[config.mk]
export PLATFORM = sky130hd
export DESIGN_NAME = virtual_inertia_admittance
export DESIGN_NICKNAME = d
export VERILOG_FILES = /design/src/rtl/via_pkg.sv /design/src/rtl/via_serial_mul.sv /design/src/rtl/via_serial_div.sv /design/src/rtl/virtual_inertia_admittance.sv
export SDC_FILE = /design/constraint.sdc
export NUM_CORES = 2
export LEC_CHECK = 0
export BUFFER_PORTS_ARGS = -buffer_cell sky130_fd_sc_hd__clkbuf_2
export CORE_ASPECT_RATIO = 1.25
export CORE_MARGIN = 3
export CORE_UTILIZATION = 28
export DETAILED_ROUTE_END_ITERATION = 16
export PLACE_DENSITY = 0.42
export SYNTH_ARGS = -nofsm -noshare
export SYNTH_HDL_FRONTEND = slang
export SYNTH_SLANG_ARGS = --single-unit
[constraint.sdc]
create_clock -name clk_i -period 7.7 [get_ports clk_i]
set_input_delay 1.54 -clock clk_i [delete_from_list [all_inputs] [get_ports clk_i]]
set_output_delay 1.54 -clock clk_i [all_outputs]
set_load 0.01 [all_outputs]
[src/rtl/via_pkg.sv]
// ----------------------------------------------------------------------------
// via_pkg: shared types and constants of the virtual inertia admittance block
// Register indexes, sequencer states and fixed field widths.
// ----------------------------------------------------------------------------
package via_pkg;

  // sample rate register width, fixed by the register map
  localparam int RateW   = 20;
  // configuration register index width
  localparam int CfgIdxW = 3;

  typedef enum logic [CfgIdxW-1:0] {
    CFG_DAMPING = 3'd0,
    CFG_SPRING  = 3'd1,
    CFG_INERTIA = 3'd2,
    CFG_RATE    = 3'd3,
    CFG_VLIMIT  = 3'd4,
    CFG_BAND    = 3'd5
  } cfg_idx_e;

  typedef enum logic [3:0] {
    ST_IDLE,
    ST_PREP,
    ST_MUL,
    ST_SCALE,
    ST_NUM,
    ST_ACC_START,
    ST_DIV_ACC,
    ST_SUM,
    ST_DIV_DLT,
    ST_STEP,
    ST_CLAMP,
    ST_OUT
  } via_state_e;

endpackage

[src/rtl/via_serial_mul.sv]
// ----------------------------------------------------------------------------
// via_serial_mul: bit-serial signed multiplier
// Shift-add over the multiplier bits, one bit per cycle, LSB first. The last
// bit carries negative weight and subtracts the multiplicand.
// ----------------------------------------------------------------------------
module via_serial_mul #(
  parameter int AW = 33,
  parameter int BW = 32
) (
  input  logic                    clk_i,
  input  logic                    rst_ni,
  input  logic                    start_i,
  input  logic signed [AW-1:0]    a_i,
  input  logic signed [BW-1:0]    b_i,
  output logic                    done_o,
  output logic signed [AW+BW-1:0] product_o
);

  localparam int CntW = $clog2(BW + 1);

  logic                busy_q;
  logic                done_q;
  logic [CntW-1:0]     cnt_q;
  logic signed [AW-1:0] a_q;
  logic signed [AW:0]   hi_q;
  logic [BW-1:0]        lo_q;

  logic                 last;
  logic signed [AW+1:0] addend;
  logic signed [AW+1:0] sum;

  assign last = (cnt_q == CntW'(1));

  always_comb begin
    if (!lo_q[0]) begin
      addend = '0;
    end else if (last) begin
      addend = -((AW+2)'(a_q));
    end else begin
      addend = (AW+2)'(a_q);
    end
    sum = (AW+2)'(hi_q) + addend;
  end

  always_ff @(posedge clk_i or negedge rst_ni) begin
    if (!rst_ni) begin
      busy_q <= 1'b0;
      done_q <= 1'b0;
      cnt_q  <= '0;
    end else begin
      done_q <= 1'b0;
      if (start_i) begin
        busy_q <= 1'b1;
        cnt_q  <= CntW'(BW);
      end else if (busy_q) begin
        cnt_q <= cnt_q - CntW'(1);
        if (last) begin
          busy_q <= 1'b0;
          done_q <= 1'b1;
        end
      end
    end
  end

  always_ff @(posedge clk_i) begin
    if (start_i) begin
      a_q  <= a_i;
      hi_q <= '0;
      lo_q <= b_i;
    end else if (busy_q) begin
      // shift the partial product right, low bit drops into lo
      hi_q <= sum[AW+1:1];
      lo_q <= {sum[0], lo_q[BW-1:1]};
    end
  end

  assign done_o    = done_q;
  assign product_o = $signed({hi_q[AW-1:0], lo_q});

endmodule

[src/rtl/via_serial_div.sv]
// ----------------------------------------------------------------------------
// via_serial_div: restoring unsigned divider, one quotient bit per cycle
// The dividend is loaded MSB-aligned; when done_o rises the quotient sits
// in the low steps_i bits of quotient_o.
// ----------------------------------------------------------------------------
module via_serial_div #(
  parameter int DW = 48,
  parameter int VW = 31
) (
  input  logic                         clk_i,
  input  logic                         rst_ni,
  input  logic                         start_i,
  input  logic [DW-1:0]                dividend_i,
  input  logic [VW-1:0]                divisor_i,
  input  logic [$clog2(DW+1)-1:0]      steps_i,
  output logic                         done_o,
  output logic [DW-1:0]                quotient_o
);

  localparam int CntW = $clog2(DW + 1);

  logic            busy_q;
  logic            done_q;
  logic [CntW-1:0] cnt_q;
  logic [DW-1:0]   q_q;
  logic [VW-1:0]   rem_q;
  logic [VW-1:0]   dvs_q;

  logic [VW:0]     trial;
  logic            ge;
  logic [VW-1:0]   rem_d;
  logic            last;

  assign last  = (cnt_q == CntW'(1));
  assign trial = {rem_q, q_q[DW-1]};
  assign ge    = (trial >= {1'b0, dvs_q});
  assign rem_d = ge ? VW'(trial - {1'b0, dvs_q}) : trial[VW-1:0];

  always_ff @(posedge clk_i or negedge rst_ni) begin
    if (!rst_ni) begin
      busy_q <= 1'b0;
      done_q <= 1'b0;
      cnt_q  <= '0;
    end else begin
      done_q <= 1'b0;
      if (start_i) begin
        busy_q <= 1'b1;
        cnt_q  <= steps_i;
      end else if (busy_q) begin
        cnt_q <= cnt_q - CntW'(1);
        if (last) begin
          busy_q <= 1'b0;
          done_q <= 1'b1;
        end
      end
    end
  end

  always_ff @(posedge clk_i) begin
    if (start_i) begin
      q_q   <= dividend_i;
      rem_q <= '0;
      dvs_q <= divisor_i;
    end else if (busy_q) begin
      rem_q <= rem_d;
      q_q   <= {q_q[DW-2:0], ge};
    end
  end

  assign done_o     = done_q;
  assign quotient_o = q_q;

endmodule

[src/rtl/virtual_inertia_admittance.sv]
// ----------------------------------------------------------------------------
// virtual_inertia_admittance: virtual mass-damper-spring reference velocity
//
//   channel  direction  handshake                 payload
//   cfg      in         cfg_valid_i/cfg_ready_o   cfg_index_i, cfg_data_i
//   in       in         in_valid_i/in_stall_o     cmd_i, applied_force_i,
//                                                 measured_velocity_i, position_i
//   out      out        out_valid_o/out_stall_i   virtual_velocity_o, limited_o
//
// One sample at a time: two bit-serial multipliers run side by side, then one
// shared restoring divider runs for the acceleration (skipped when the inertia
// is zero) and then for the velocity step. A clear command zeroes the state
// and skips the arithmetic. Reset clears the state and loads the register
// defaults. The output register holds a result while out_stall_i is high; a
// new sample is taken once the previous result sits in it.
// ----------------------------------------------------------------------------
module virtual_inertia_admittance #(
  parameter int DATA_WIDTH = 32,
  parameter int FRAC_BITS  = 16
) (
  input  logic                                clk_i,
  input  logic                                rst_ni,
  input  logic                                cfg_valid_i,
  output logic                                cfg_ready_o,
  input  logic [via_pkg::CfgIdxW-1:0]         cfg_index_i,
  input  logic [((DATA_WIDTH > via_pkg::RateW) ? DATA_WIDTH : via_pkg::RateW)-1:0]
                                              cfg_data_i,
  input  logic                                in_valid_i,
  output logic                                in_stall_o,
  input  logic                                cmd_i,
  input  logic signed [DATA_WIDTH-1:0]        applied_force_i,
  input  logic signed [DATA_WIDTH-1:0]        measured_velocity_i,
  input  logic signed [DATA_WIDTH-1:0]        position_i,
  output logic                                out_valid_o,
  input  logic                                out_stall_i,
  output logic signed [DATA_WIDTH-1:0]        virtual_velocity_o,
  output logic                                limited_o
);

  import via_pkg::*;

  localparam int W    = DATA_WIDTH;
  localparam int F    = FRAC_BITS;
  localparam int MAW  = W + 1;
  localparam int PW   = MAW + W;
  localparam int ShW  = PW - F;
  localparam int ExW  = (ShW > W) ? ShW : W + 1;
  localparam int DW   = W + F;
  localparam int DvW  = (W - 1 > RateW + 1) ? W - 1 : RateW + 1;
  localparam int StW  = $clog2(DW + 1);

  localparam logic signed [W-1:0] SMax       = {1'b0, {(W-1){1'b1}}};
  localparam logic signed [W-1:0] SMin       = {1'b1, {(W-1){1'b0}}};
  localparam logic [W-2:0]        InertiaRst = (W-1)'(64'd1 << F);
  localparam logic [RateW-1:0]    RateRst    = RateW'(1000);

  // configuration registers
  logic signed [W-1:0] damping_q;
  logic signed [W-1:0] spring_q;
  logic [W-2:0]        inertia_q;
  logic [RateW-1:0]    rate_q;
  logic [W-2:0]        vlim_q;
  logic [W-2:0]        band_q;

  via_state_e state_q, state_d;

  // sample and intermediate registers
  logic signed [W-1:0] force_q, vel_q, pos_q;
  logic signed [W-1:0] dmp_q, spr_q, num_q;
  logic signed [W-1:0] accel_q, prev_q, vacc_q;
  logic                sum_neg_q;
  logic signed [W:0]   delta_q;
  logic signed [W-1:0] vsat_q;
  logic signed [W-1:0] res_vel_q;
  logic                res_lim_q;
  logic                out_valid_q;
  logic signed [W-1:0] out_vel_q;
  logic                out_lim_q;

  logic                in_accept;
  logic                out_free;
  logic                mul_start;
  logic                div_start;
  logic [DW-1:0]       div_dividend;
  logic [DvW-1:0]      div_divisor;
  logic [StW-1:0]      div_steps;

  logic                dmp_done, spr_done, div_done;
  logic signed [PW-1:0] dmp_prod, spr_prod;
  logic [DW-1:0]       div_q;

  logic [W-1:0]        pos_mag;
  logic signed [W:0]   spr_op;
  logic signed [MAW-1:0] spr_a, dmp_a;
  logic signed [ExW-1:0] dmp_ext, spr_ext;
  logic signed [W+1:0] num_sum;
  logic [W-1:0]        num_mag;
  logic signed [W:0]   sum_s;
  logic [W:0]          sum_mag;
  logic [RateW-1:0]    rate_eff;
  logic [W:0]          dq_mag;
  logic signed [W+1:0] vsum;
  logic signed [W-1:0] lim_s;
  logic signed [W-1:0] neg_lim;

  function automatic logic signed [W-1:0] sat_ext(input logic signed [ExW-1:0] x);
    logic ones;
    logic zeros;
    ones  = &x[ExW-1:W-1];
    zeros = ~|x[ExW-1:W-1];
    if (ones || zeros) begin
      return x[W-1:0];
    end
    return x[ExW-1] ? SMin : SMax;
  endfunction

  function automatic logic signed [W-1:0] sat_w2(input logic signed [W+1:0] x);
    logic ones;
    logic zeros;
    ones  = &x[W+1:W-1];
    zeros = ~|x[W+1:W-1];
    if (ones || zeros) begin
      return x[W-1:0];
    end
    return x[W+1] ? SMin : SMax;
  endfunction

  // --------------------------------------------------------------------------
  // configuration port
  // --------------------------------------------------------------------------
  assign cfg_ready_o = 1'b1;

  always_ff @(posedge clk_i or negedge rst_ni) begin
    if (!rst_ni) begin
      damping_q <= '0;
      spring_q  <= '0;
      inertia_q <= InertiaRst;
      rate_q    <= RateRst;
      vlim_q    <= '1;
      band_q    <= '0;
    end else if (cfg_valid_i && cfg_ready_o) begin
      unique case (cfg_index_i)
        CFG_DAMPING: damping_q <= $signed(cfg_data_i[W-1:0]);
        CFG_SPRING:  spring_q  <= $signed(cfg_data_i[W-1:0]);
        CFG_INERTIA: inertia_q <= cfg_data_i[W-2:0];
        CFG_RATE:    rate_q    <= cfg_data_i[RateW-1:0];
        CFG_VLIMIT:  vlim_q    <= cfg_data_i[W-2:0];
        CFG_BAND:    band_q    <= cfg_data_i[W-2:0];
        default: ;
      endcase
    end
  end

  // --------------------------------------------------------------------------
  // datapath combinational terms
  // --------------------------------------------------------------------------
  assign in_accept = in_valid_i && !in_stall_o;
  assign out_free  = !out_valid_q || !out_stall_i;

  // spring operand: distance beyond the dead band, zero inside it
  assign pos_mag = pos_q[W-1] ? $unsigned(-pos_q) : $unsigned(pos_q);
  assign spr_op  = pos_q[W-1] ? ($signed({pos_q[W-1], pos_q}) + $signed({2'b00, band_q}))
                              : ($signed({pos_q[W-1], pos_q}) - $signed({2'b00, band_q}));
  assign spr_a   = (pos_mag <= {1'b0, band_q}) ? '0 : spr_op;
  assign dmp_a   = MAW'(vel_q);

  // floor shift by the fraction bits, then saturate
  assign dmp_ext = ExW'($signed(dmp_prod[PW-1:F]));
  assign spr_ext = ExW'($signed(spr_prod[PW-1:F]));

  assign num_sum = (W+2)'(force_q) - (W+2)'(dmp_q) - (W+2)'(spr_q);
  assign num_mag = num_q[W-1] ? $unsigned(-num_q) : $unsigned(num_q);

  assign sum_s    = (W+1)'(accel_q) + (W+1)'(prev_q);
  assign sum_mag  = sum_s[W] ? $unsigned(-sum_s) : $unsigned(sum_s);
  assign rate_eff = (rate_q == '0) ? RateW'(1) : rate_q;

  assign dq_mag  = div_q[W:0];
  assign vsum    = (W+2)'(vacc_q) + (W+2)'(delta_q);
  assign lim_s   = $signed({1'b0, vlim_q});
  assign neg_lim = -lim_s;

  // --------------------------------------------------------------------------
  // sequencer
  // --------------------------------------------------------------------------
  always_ff @(posedge clk_i or negedge rst_ni) begin
    if (!rst_ni) begin
      state_q <= ST_IDLE;
    end else begin
      state_q <= state_d;
    end
  end

  always_comb begin
    state_d = state_q;
    unique case (state_q)
      ST_IDLE: begin
        if (in_accept) begin
          state_d = cmd_i ? ST_OUT : ST_PREP;
        end
      end
      ST_PREP:      state_d = ST_MUL;
      ST_MUL: begin
        if (dmp_done) begin
          state_d = ST_SCALE;
        end
      end
      ST_SCALE:     state_d = ST_NUM;
      ST_NUM:       state_d = ST_ACC_START;
      ST_ACC_START: state_d = (inertia_q == '0) ? ST_SUM : ST_DIV_ACC;
      ST_DIV_ACC: begin
        if (div_done) begin
          state_d = ST_SUM;
        end
      end
      ST_SUM:       state_d = ST_DIV_DLT;
      ST_DIV_DLT: begin
        if (div_done) begin
          state_d = ST_STEP;
        end
      end
      ST_STEP:      state_d = ST_CLAMP;
      ST_CLAMP:     state_d = ST_OUT;
      ST_OUT: begin
        if (out_free) begin
          state_d = ST_IDLE;
        end
      end
      default:      state_d = ST_IDLE;
    endcase
  end

  always_comb begin
    in_stall_o   = 1'b1;
    mul_start    = 1'b0;
    div_start    = 1'b0;
    div_dividend = {num_mag, {F{1'b0}}};
    div_divisor  = DvW'(inertia_q);
    div_steps    = StW'(DW);
    unique case (state_q)
      ST_IDLE: in_stall_o = 1'b0;
      ST_PREP: mul_start  = 1'b1;
      ST_ACC_START: begin
        div_start = (inertia_q != '0);
      end
      ST_SUM: begin
        // divide by twice the sample rate, MSB-aligned dividend
        div_start    = 1'b1;
        div_dividend = {sum_mag, {(DW-W-1){1'b0}}};
        div_divisor  = DvW'({rate_eff, 1'b0});
        div_steps    = StW'(W + 1);
      end
      default: ;
    endcase
  end

  // --------------------------------------------------------------------------
  // arithmetic units
  // --------------------------------------------------------------------------
  via_serial_mul #(
    .AW (MAW),
    .BW (W)
  ) u_mul_damp (
    .clk_i     (clk_i),
    .rst_ni    (rst_ni),
    .start_i   (mul_start),
    .a_i       (dmp_a),
    .b_i       (damping_q),
    .done_o    (dmp_done),
    .product_o (dmp_prod)
  );

  via_serial_mul #(
    .AW (MAW),
    .BW (W)
  ) u_mul_spring (
    .clk_i     (clk_i),
    .rst_ni    (rst_ni),
    .start_i   (mul_start),
    .a_i       (spr_a),
    .b_i       (spring_q),
    .done_o    (spr_done),
    .product_o (spr_prod)
  );

  via_serial_div #(
    .DW (DW),
    .VW (DvW)
  ) u_div (
    .clk_i      (clk_i),
    .rst_ni     (rst_ni),
    .start_i    (div_start),
    .dividend_i (div_dividend),
    .divisor_i  (div_divisor),
    .steps_i    (div_steps),
    .done_o     (div_done),
    .quotient_o (div_q)
  );

  // --------------------------------------------------------------------------
  // datapath registers
  // --------------------------------------------------------------------------
  always_ff @(posedge clk_i) begin
    if (in_accept) begin
      force_q <= applied_force_i;
      vel_q   <= measured_velocity_i;
      pos_q   <= position_i;
    end
    if (state_q == ST_SCALE) begin
      dmp_q <= sat_ext(dmp_ext);
      spr_q <= sat_ext(spr_ext);
    end
    if (state_q == ST_NUM) begin
      num_q <= sat_w2(num_sum);
    end
    if (state_q == ST_ACC_START && inertia_q == '0) begin
      if (num_q == '0) begin
        accel_q <= '0;
      end else begin
        accel_q <= num_q[W-1] ? SMin : SMax;
      end
    end
    if (state_q == ST_DIV_ACC && div_done) begin
      // truncate toward zero on the magnitude, then restore the sign
      if (!num_q[W-1]) begin
        accel_q <= (div_q > DW'($unsigned(SMax))) ? SMax : $signed(div_q[W-1:0]);
      end else begin
        accel_q <= (div_q > DW'($unsigned(SMin))) ? SMin : -$signed(div_q[W-1:0]);
      end
    end
    if (state_q == ST_SUM) begin
      sum_neg_q <= sum_s[W];
    end
    if (state_q == ST_DIV_DLT && div_done) begin
      delta_q <= sum_neg_q ? -$signed(dq_mag) : $signed(dq_mag);
    end
    if (state_q == ST_STEP) begin
      vsat_q <= sat_w2(vsum);
    end
  end

  // sample state and the pending result
  always_ff @(posedge clk_i or negedge rst_ni) begin
    if (!rst_ni) begin
      vacc_q    <= '0;
      prev_q    <= '0;
      res_vel_q <= '0;
      res_lim_q <= 1'b0;
    end else if (state_q == ST_IDLE && in_accept && cmd_i) begin
      vacc_q    <= '0;
      prev_q    <= '0;
      res_vel_q <= '0;
      res_lim_q <= 1'b0;
    end else if (state_q == ST_CLAMP) begin
      prev_q <= accel_q;
      priority if (vsat_q > lim_s) begin
        vacc_q    <= lim_s;
        res_vel_q <= lim_s;
        res_lim_q <= 1'b1;
      end else if (vsat_q < neg_lim) begin
        vacc_q    <= neg_lim;
        res_vel_q <= neg_lim;
        res_lim_q <= 1'b1;
      end else begin
        vacc_q    <= vsat_q;
        res_vel_q <= vsat_q;
        res_lim_q <= 1'b0;
      end
    end
  end

  // output register: hold while stalled, load when the slot frees up
  always_ff @(posedge clk_i or negedge rst_ni) begin
    if (!rst_ni) begin
      out_valid_q <= 1'b0;
    end else if (state_q == ST_OUT && out_free) begin
      out_valid_q <= 1'b1;
    end else if (!out_stall_i) begin
      out_valid_q <= 1'b0;
    end
  end

  always_ff @(posedge clk_i) begin
    if (state_q == ST_OUT && out_free) begin
      out_vel_q <= res_vel_q;
      out_lim_q <= res_lim_q;
    end
  end

  assign out_valid_o        = out_valid_q;
  assign virtual_velocity_o = out_vel_q;
  assign limited_o          = out_lim_q;

  // --------------------------------------------------------------------------
  // assertions
  // --------------------------------------------------------------------------
  a_out_in_limit: assert property (@(posedge clk_i) disable iff (!rst_ni)
    out_valid_o |-> (virtual_velocity_o <= lim_s) && (virtual_velocity_o >= neg_lim))
    else $error("output velocity outside the velocity limit");

  a_limited_at_bound: assert property (@(posedge clk_i) disable iff (!rst_ni)
    (out_valid_o && limited_o) |->
      ((virtual_velocity_o == lim_s) || (virtual_velocity_o == neg_lim)))
    else $error("limited flag set but velocity not at the limit");

  a_div_done_in_wait: assert property (@(posedge clk_i) disable iff (!rst_ni)
    div_done |-> ((state_q == ST_DIV_ACC) || (state_q == ST_DIV_DLT)))
    else $error("divider finished outside a divide wait state");

  a_clear_zeroes: assert property (@(posedge clk_i) disable iff (!rst_ni)
    (in_accept && cmd_i) |=> ((state_q == ST_OUT) && (vacc_q == '0) && (prev_q == '0)))
    else $error("clear command did not zero the state");

  a_mul_pair: assert property (@(posedge clk_i) disable iff (!rst_ni)
    dmp_done |-> (spr_done && (state_q == ST_MUL)))
    else $error("multipliers out of step");

endmodule
# Yosys cells after proc, flatten, opt, wreduce, memory -nomap -nowiden

Index checks and enable logic that the tools add are counted.

Register bits: 900
Latch bits: 0
RAM bits: 0
Memory bits (read-only): 0
Bits of input ports: 137
Output and inout bits: 36
Logic and storage cells: 227
Memories: 0

Add/subtract/negate cells: 20
Multiply operators: 0
Divide/modulo/power cells: 0
Magnitude comparators: 6
Equal/unequal tests: 25
Shift-type cells: 0
Mux-type cells: 91
Bitwise gates (word level): 0
Reduce and logical (&&, ||, !) cells: 44

Operators by type and width:

| cell                                                                               | number |
|---|---|
| 32-bit two-way mux                                                                 | 31 |
| 48-bit two-way mux                                                                 | 3 |
| 35-bit two-way mux                                                                 | 4 |
| 33-bit two-way mux                                                                 | 3 |
| 32-bit negation                                                                    | 3 |
| 34-bit by 35-bit adder with 35-bit output                                          | 2 |
| 32-bit by 32-bit adder with 33-bit output                                          | 2 |
| 33-bit negation                                                                    | 2 |
| 32-bit by 32-bit subtractor with 33-bit output                                     | 2 |
| 48-bit by 31-bit greater-than comparator with 1-bit output (second input constant) | 1 |
| 48-bit by 32-bit greater-than comparator with 1-bit output (second input constant) | 1 |
| 4-bit one-hot mux with 12 select lines                                             | 1 |
| 6-bit two-way mux                                                                  | 6 |
| 18-bit AND reduction                                                               | 2 |
| 18-bit OR reduction                                                                | 2 |
| 32-bit negation with 35-bit output                                                 | 1 |
| 33-bit negation with 35-bit output                                                 | 1 |
| 32-bit by 33-bit adder with 34-bit output                                          | 1 |
| 33-bit by 32-bit subtractor with 34-bit output                                     | 1 |
| 32-bit by 31-bit >= comparator with 1-bit output                                   | 1 |
| 32-bit greater-than comparator                                                     | 1 |
| 32-bit by 31-bit <= comparator with 1-bit output                                   | 1 |
| 32-bit logical NOT                                                                 | 1 |
| 32-bit less-than comparator                                                        | 1 |
| 33 further kinds                                                                   | 112 |

# Longest topological paths before layout

Depth in word-level cells: 8
Depth in mapped cells: 21
Depth with buffers taken out: 21

# Cells and area by module

From an unflattened synthesis, not the netlist that was laid out.

Cells, all modules: 5524
Area total of the unflattened synthesis: 56306.5 µm²

By module, submodules not included:

| module                         | instances | cells an instance | area an instance (µm²) | sequential area each (µm²) |
|---|---|---|---|---|
| virtual_inertia_admittance     | 1         | 3517              | 35927.0                | 15927.8 |
| via_serial_mul at u_mul_spring | 1         | 689               | 6911.6                 | 2832.7 |
| via_serial_mul at u_mul_damp   | 1         | 683               | 6851.6                 | 2832.7 |
| via_serial_div                 | 1         | 635               | 6616.3                 | 3193.1 |

# Worst setup path before layout

OpenSTA, ideal clock, no wires.

Path kind: reg-to-reg
Start point: reg state_q[1]
End point: reg dmp_q[0] (enable)
Library setup time: 565 ps
Data arrival time: 5104 ps
Required time: 7135 ps
Path slack: 2032 ps
Cell stages (with the launch flop): 4
Buffers on the path: 1
Period minus slack after synthesis: 5668 ps
Cell sequence: dfrtp_1 > clkbuf_1 > nand2_1 > nor3_1

Cells in the longest elaborated chain, start to end: 1

Ends and longest elaborated chain:

| item                                     | RTL line                          | source |
|---|---|---|
| from (decl)                              | virtual_inertia_admittance.sv:65  | `via_state_e state_q, state_d;` |
| from (signal assigned)                   | virtual_inertia_admittance.sv:190 | `state_q <= state_d;` |
| 4-bit by 2-bit == test with 1-bit output | virtual_inertia_admittance.sv:309 | `if (state_q == ST_SCALE) begin` |
| to (signal assigned)                     | virtual_inertia_admittance.sv:310 | `dmp_q <= sat_ext(dmp_ext);` |
| to (decl)                                | virtual_inertia_admittance.sv:69  | `logic signed [W-1:0] dmp_q, spr_q, num_q;` |

No other way between the ends.
A chain may end at the register's enable or synchronous reset.

# Worst setup path after layout

Start point: reg vlim_q[0]
End point: reg res_vel_q[9]

Cells in the longest elaborated chain, start to end: 6
Elaborated cells between the ends (all ways): 7
Classes of those cells: 1 x add/sub; 2 x order compare; 4 x mux

Ends and longest elaborated chain:

| item                               | RTL line                          | source |
|---|---|---|
| from (decl)                        | virtual_inertia_admittance.sv:62  | `logic [W-2:0] vlim_q;` |
| from (signal assigned)             | virtual_inertia_admittance.sv:147 | `CFG_VLIMIT: vlim_q <= cfg_data_i[W-2:0];` |
| 31-bit negation with 32-bit output | virtual_inertia_admittance.sv:181 | `assign neg_lim = -lim_s;` |
| 32-bit less-than comparator        | virtual_inertia_admittance.sv:360 | `end else if (vsat_q < neg_lim) begin` |
| 32-bit two-way mux                 | virtual_inertia_admittance.sv:360 |  |
| 32-bit two-way mux *               | virtual_inertia_admittance.sv:356 | `priority if (vsat_q > lim_s) begin` |
| 32-bit two-way mux *               | virtual_inertia_admittance.sv:354 | `end else if (state_q == ST_CLAMP) begin` |
| 32-bit two-way mux *               | virtual_inertia_admittance.sv:349 | `end else if (state_q == ST_IDLE && in_accept && cmd_i) begin` |
| to (signal assigned)               | virtual_inertia_admittance.sv:358 | `res_vel_q <= lim_s;` |
| to (signal assigned)               | virtual_inertia_admittance.sv:362 | `res_vel_q <= neg_lim;` |
| to (signal assigned)               | virtual_inertia_admittance.sv:366 | `res_vel_q <= vsat_q;` |
| to (decl)                          | virtual_inertia_admittance.sv:74  | `logic signed [W-1:0] res_vel_q;` |

Every way passes the cells marked *; elsewhere a longest branch is shown, timed or not. The select of a mux whose other input is x is not followed.

==> run metrics <==
max-cap violation count=0; pwr dens=194 nW/um^2; Final WS setup=2.12 ns; clock share of power=44.6%; largest net degree at the start of global routing=123; top achievable clock speed=179 MHz; vias per cell=4.99; Setup crit start=vlim_q[0]; TNS Setup=0 ns; Die X=403 um; DRT Wirelength=168000 um; Root Driver=clkbuf_16; Leak Pwr=25.1 nW; I/O Buffers=171; cells after synthesis=5566; Synth Flop Type=edfxtp_1; flop2flop setup slack=2.12 ns; fraction of layout instances using a drive strength above 1=11.8%; Clk Latency, worst-skew pair=0.75 ns; clk_skew=0.0474 ns; RSZ-0062 raised after global routing=no; Post-CTS Setup Inserts=0; vias=41435; critical path type=reg2reg; CTS sink cnt=900; critical path's slowest cell=o21ai_4; Starting Density=28.3%; Synth Register Bits=900; Worst-Margin Slew=1.17 ns; Worst Hold Launch=vel_q[25]; Total Power=0.0122 W; Critical Path Max Stage Delay=0.62 ns; CTS Buffer Depth=3; syn avg cell area=9.92 um^2; CP Launch Type=flip-flop; fin nets=6162; period utilization=72.5%; number of synthesized flops with an enable pin=531; Core ar.=195000 um^2; final hold slack=0.418 ns; CTS Hold Buffers Added=0; cts repair resizes=0; sequential element share of the synthesized area=44.8%; maximum VDD drop=164 uV; WP data required=8.34 ns; Setup Viol. Count Final=0; layout overhead on the synthesized area=13.4%; switching part of the total=25.7%; # IOs=173; Cell variety after synth=107; Slew HR=21.7%; pre-CTS WS=2.07 ns; row count=181; Slew Viols, Final=0; CTS tree=built; Worst-path clk slew=0.06 ns; CP Max Fanout=25; YS warnings=0; H-tree depth=3; crit-path cells=inv_1 -> ha_1 -> nand3_1 -> or3_1 -> nor3_1 -> nand2_1 -> nor3_1 -> xnor2_1 -> ha_1 -> and3_1 -> o211ai_1 -> a31oi_1 -> o311ai_0 -> a31oi_1 -> o21ai_4 -> buf_4 -> mux2_2 -> o21ai_0; final hold vios=0; die area=203000 um^2; initial antenna violation count=17; Final ANT Viol Nets=0; DRC Markers=0; GRT Residual Overflow=0; status=completed; combinational power share=10.2%; Syn Std Cell Area=55200 um^2; syn_nets=6078; total track usage=16.3%; FF-to-FF Start=vlim_q[0]; DP HPWL=125000 um; Hold WC Path Type=reg2reg; die height=502 um; Int Power=0.00904 W; global-route wire length before repair=257000 um; min Tclk post-route=5.58 ns; CTS buffer count=106; Worst EP arrival=6.22 ns; NetSw=0.00312 W; gpl congestion=0.851; wire per inst=20.2 um; number of DRC markers in iteration 0=2278; asr flop ratio synth=30.0%; vias in the first global route=41817; TritonRoute pass-1 iters=5; Setup crit end kind=flip-flop; Reg power frac=45.3%
-- synth_stat cells (84+ instances only) --
cell type,count,area share [%]
nor2_1,397,2.7
dfrtp_1,232,11
edfxtp_1,531,29
dfxtp_1,99,3.6
nor3_1,90,0.82
inv_1,321,2.2
nand2_1,564,3.8
a21oi_1,362,3.3
ha_1,337,7.6
xor2_1,148,2.3
and2_1,84,0.95
mux2i_1,96,1.7
xnor2_1,274,4.3
o21ai_0,359,3.3
mux2_2,165,3.4
a21o_1,162,2.2
clkbuf_1,204,1.4
-- metal layers --
| metal | GRT usage, % | routed length [um] | vias to the layer above | part of all wire [%] |
|---|---|---|---|---|
| met5 | 0 | 0 | - | 0 |
| met4 | 4.26 | 3870 | 0 | 2.3 |
| met1 | 21.2 | 75600 | 20331 | 45 |
| li1 | - | - | 20247 | - |
| met2 | 28.6 | 82600 | 672 | 49 |
| met3 | 1.92 | 6030 | 185 | 3.6 |
-- logic make-up (layout without fill, tap and decap cells) --
kind of cell	after synthesis	in the layout	synth area share, %
adder cells (fa/ha/maj)	375	375	9.02
flip-flops	900	900	44.8
AND/OR/NAND/NOR	1626	1626	14.1
multiplexers	261	261	5.11
other	1	5	0.00679
XOR/XNOR	424	424	6.78
buffers and inverters	570	748	4.03
AO/OA/AOI/OAI	1409	1409	16.2
-- cells in the final DEF (no fill, tap or decap), types with 38 or more instances in the layout --
master | Yosys | layout
nand2_1 | 564 | 563
edfxtp_1 | 531 | 531
nor2_1 | 397 | 396
a21oi_1 | 362 | 359
o21ai_0 | 359 | 358
ha_1 | 337 | 337
inv_1 | 321 | 320
xnor2_1 | 274 | 274
dfrtp_1 | 232 | 229
clkbuf_2 | 1 | 170
mux2_2 | 165 | 165
a21o_1 | 162 | 162
xor2_1 | 148 | 148
clkbuf_16 | 0 | 111
dfxtp_1 | 99 | 99
mux2i_1 | 96 | 96
nor3_1 | 90 | 86
and2_1 | 84 | 84
nand3_1 | 69 | 68
nand2b_1 | 68 | 65
nor4_1 | 63 | 63
a31oi_1 | 62 | 62
a211oi_1 | 62 | 61
nand4_1 | 55 | 55
buf_4 | 3 | 49
or3_1 | 48 | 48
and3_1 | 48 | 47
nor2b_1 | 48 | 47
o31ai_1 | 45 | 45
o211ai_1 | 41 | 41
o21a_1 | 38 | 38
fa_1 | 38 | 38
dfstp_2 | 38 | 38
-- power groups by stage --
| stage | sequential [W] | clock, W | combinational [W] |
|---|---|---|---|
| floorplan | 0.00554 | 0 | 0.000857 |
| global route | 0.00553 | 0.00578 | 0.00139 |
| detailed placement | 0.00560 | 0 | 0.00125 |
| CTS | 0.00550 | 0.00561 | 0.00125 |
| finish | 0.00551 | 0.00542 | 0.00124 |
| global placement | 0.00560 | 0 | 0.00124 |
-- through the flow --
| stage | instances | instance area, um^2 | utilization (%) |
|---|---|---|---|
| floorplan | 5566 | 55200 | - |
| global placement | 8104 | 58800 | 30.1 |
| detailed placement | 8104 | 58800 | 30.1 |
| CTS | 8306 | 62600 | 32.1 |
| global route | 8306 | 62600 | 32.1 |
| finish | 8310 | 62600 | 32.1 |
-- critical path: cells and delay by family (launching register included) --
| family | cells | cell delay [ns] |
|---|---|---|
| flip-flops | 1 | 0.38 |
| adder cells (fa/ha/maj) | 2 | 0.51 |
| AND/OR/NAND/NOR | 6 | 1.66 |
| AO/OA/AOI/OAI | 6 | 1.82 |
| buffers and inverters | 2 | 0.55 |
| XOR/XNOR | 1 | 0.17 |
| multiplexers | 1 | 0.37 |
-- area by class of cell --
type	instances	area, um^2
Clock buffer	146	3040
Clock inverter	56	729
Tap cell	2562	3210
Fill cell	20221	133000
Timing Repair Buffer	222	1270
Sequential cell	900	24700
Inverter	324	1220
Antenna cell	4	10.0
Multi-Input combinational cell	4096	28400
-- sequential cells by signal (all words and copies together) (netlist names), 33 cells and up --
name               count
delta_q               33
u_mul_spring.a_q      33
u_mul_damp.hi_q       34
u_div.quotient_o      48
u_mul_spring.hi_q     34
-- path summary, 6_finish.rpt --
kind	end	cells after the start
max reg2reg	res_vel_q[9]	18
min in group asynchronous	res_vel_q[11]	1
min	u_mul_damp.a_q[25]	0
min reg2reg	u_mul_damp.a_q[25]	0
max	res_vel_q[9]	18
max in group asynchronous	rate_q[4]	2
Power figures use the tool's default switching activity.
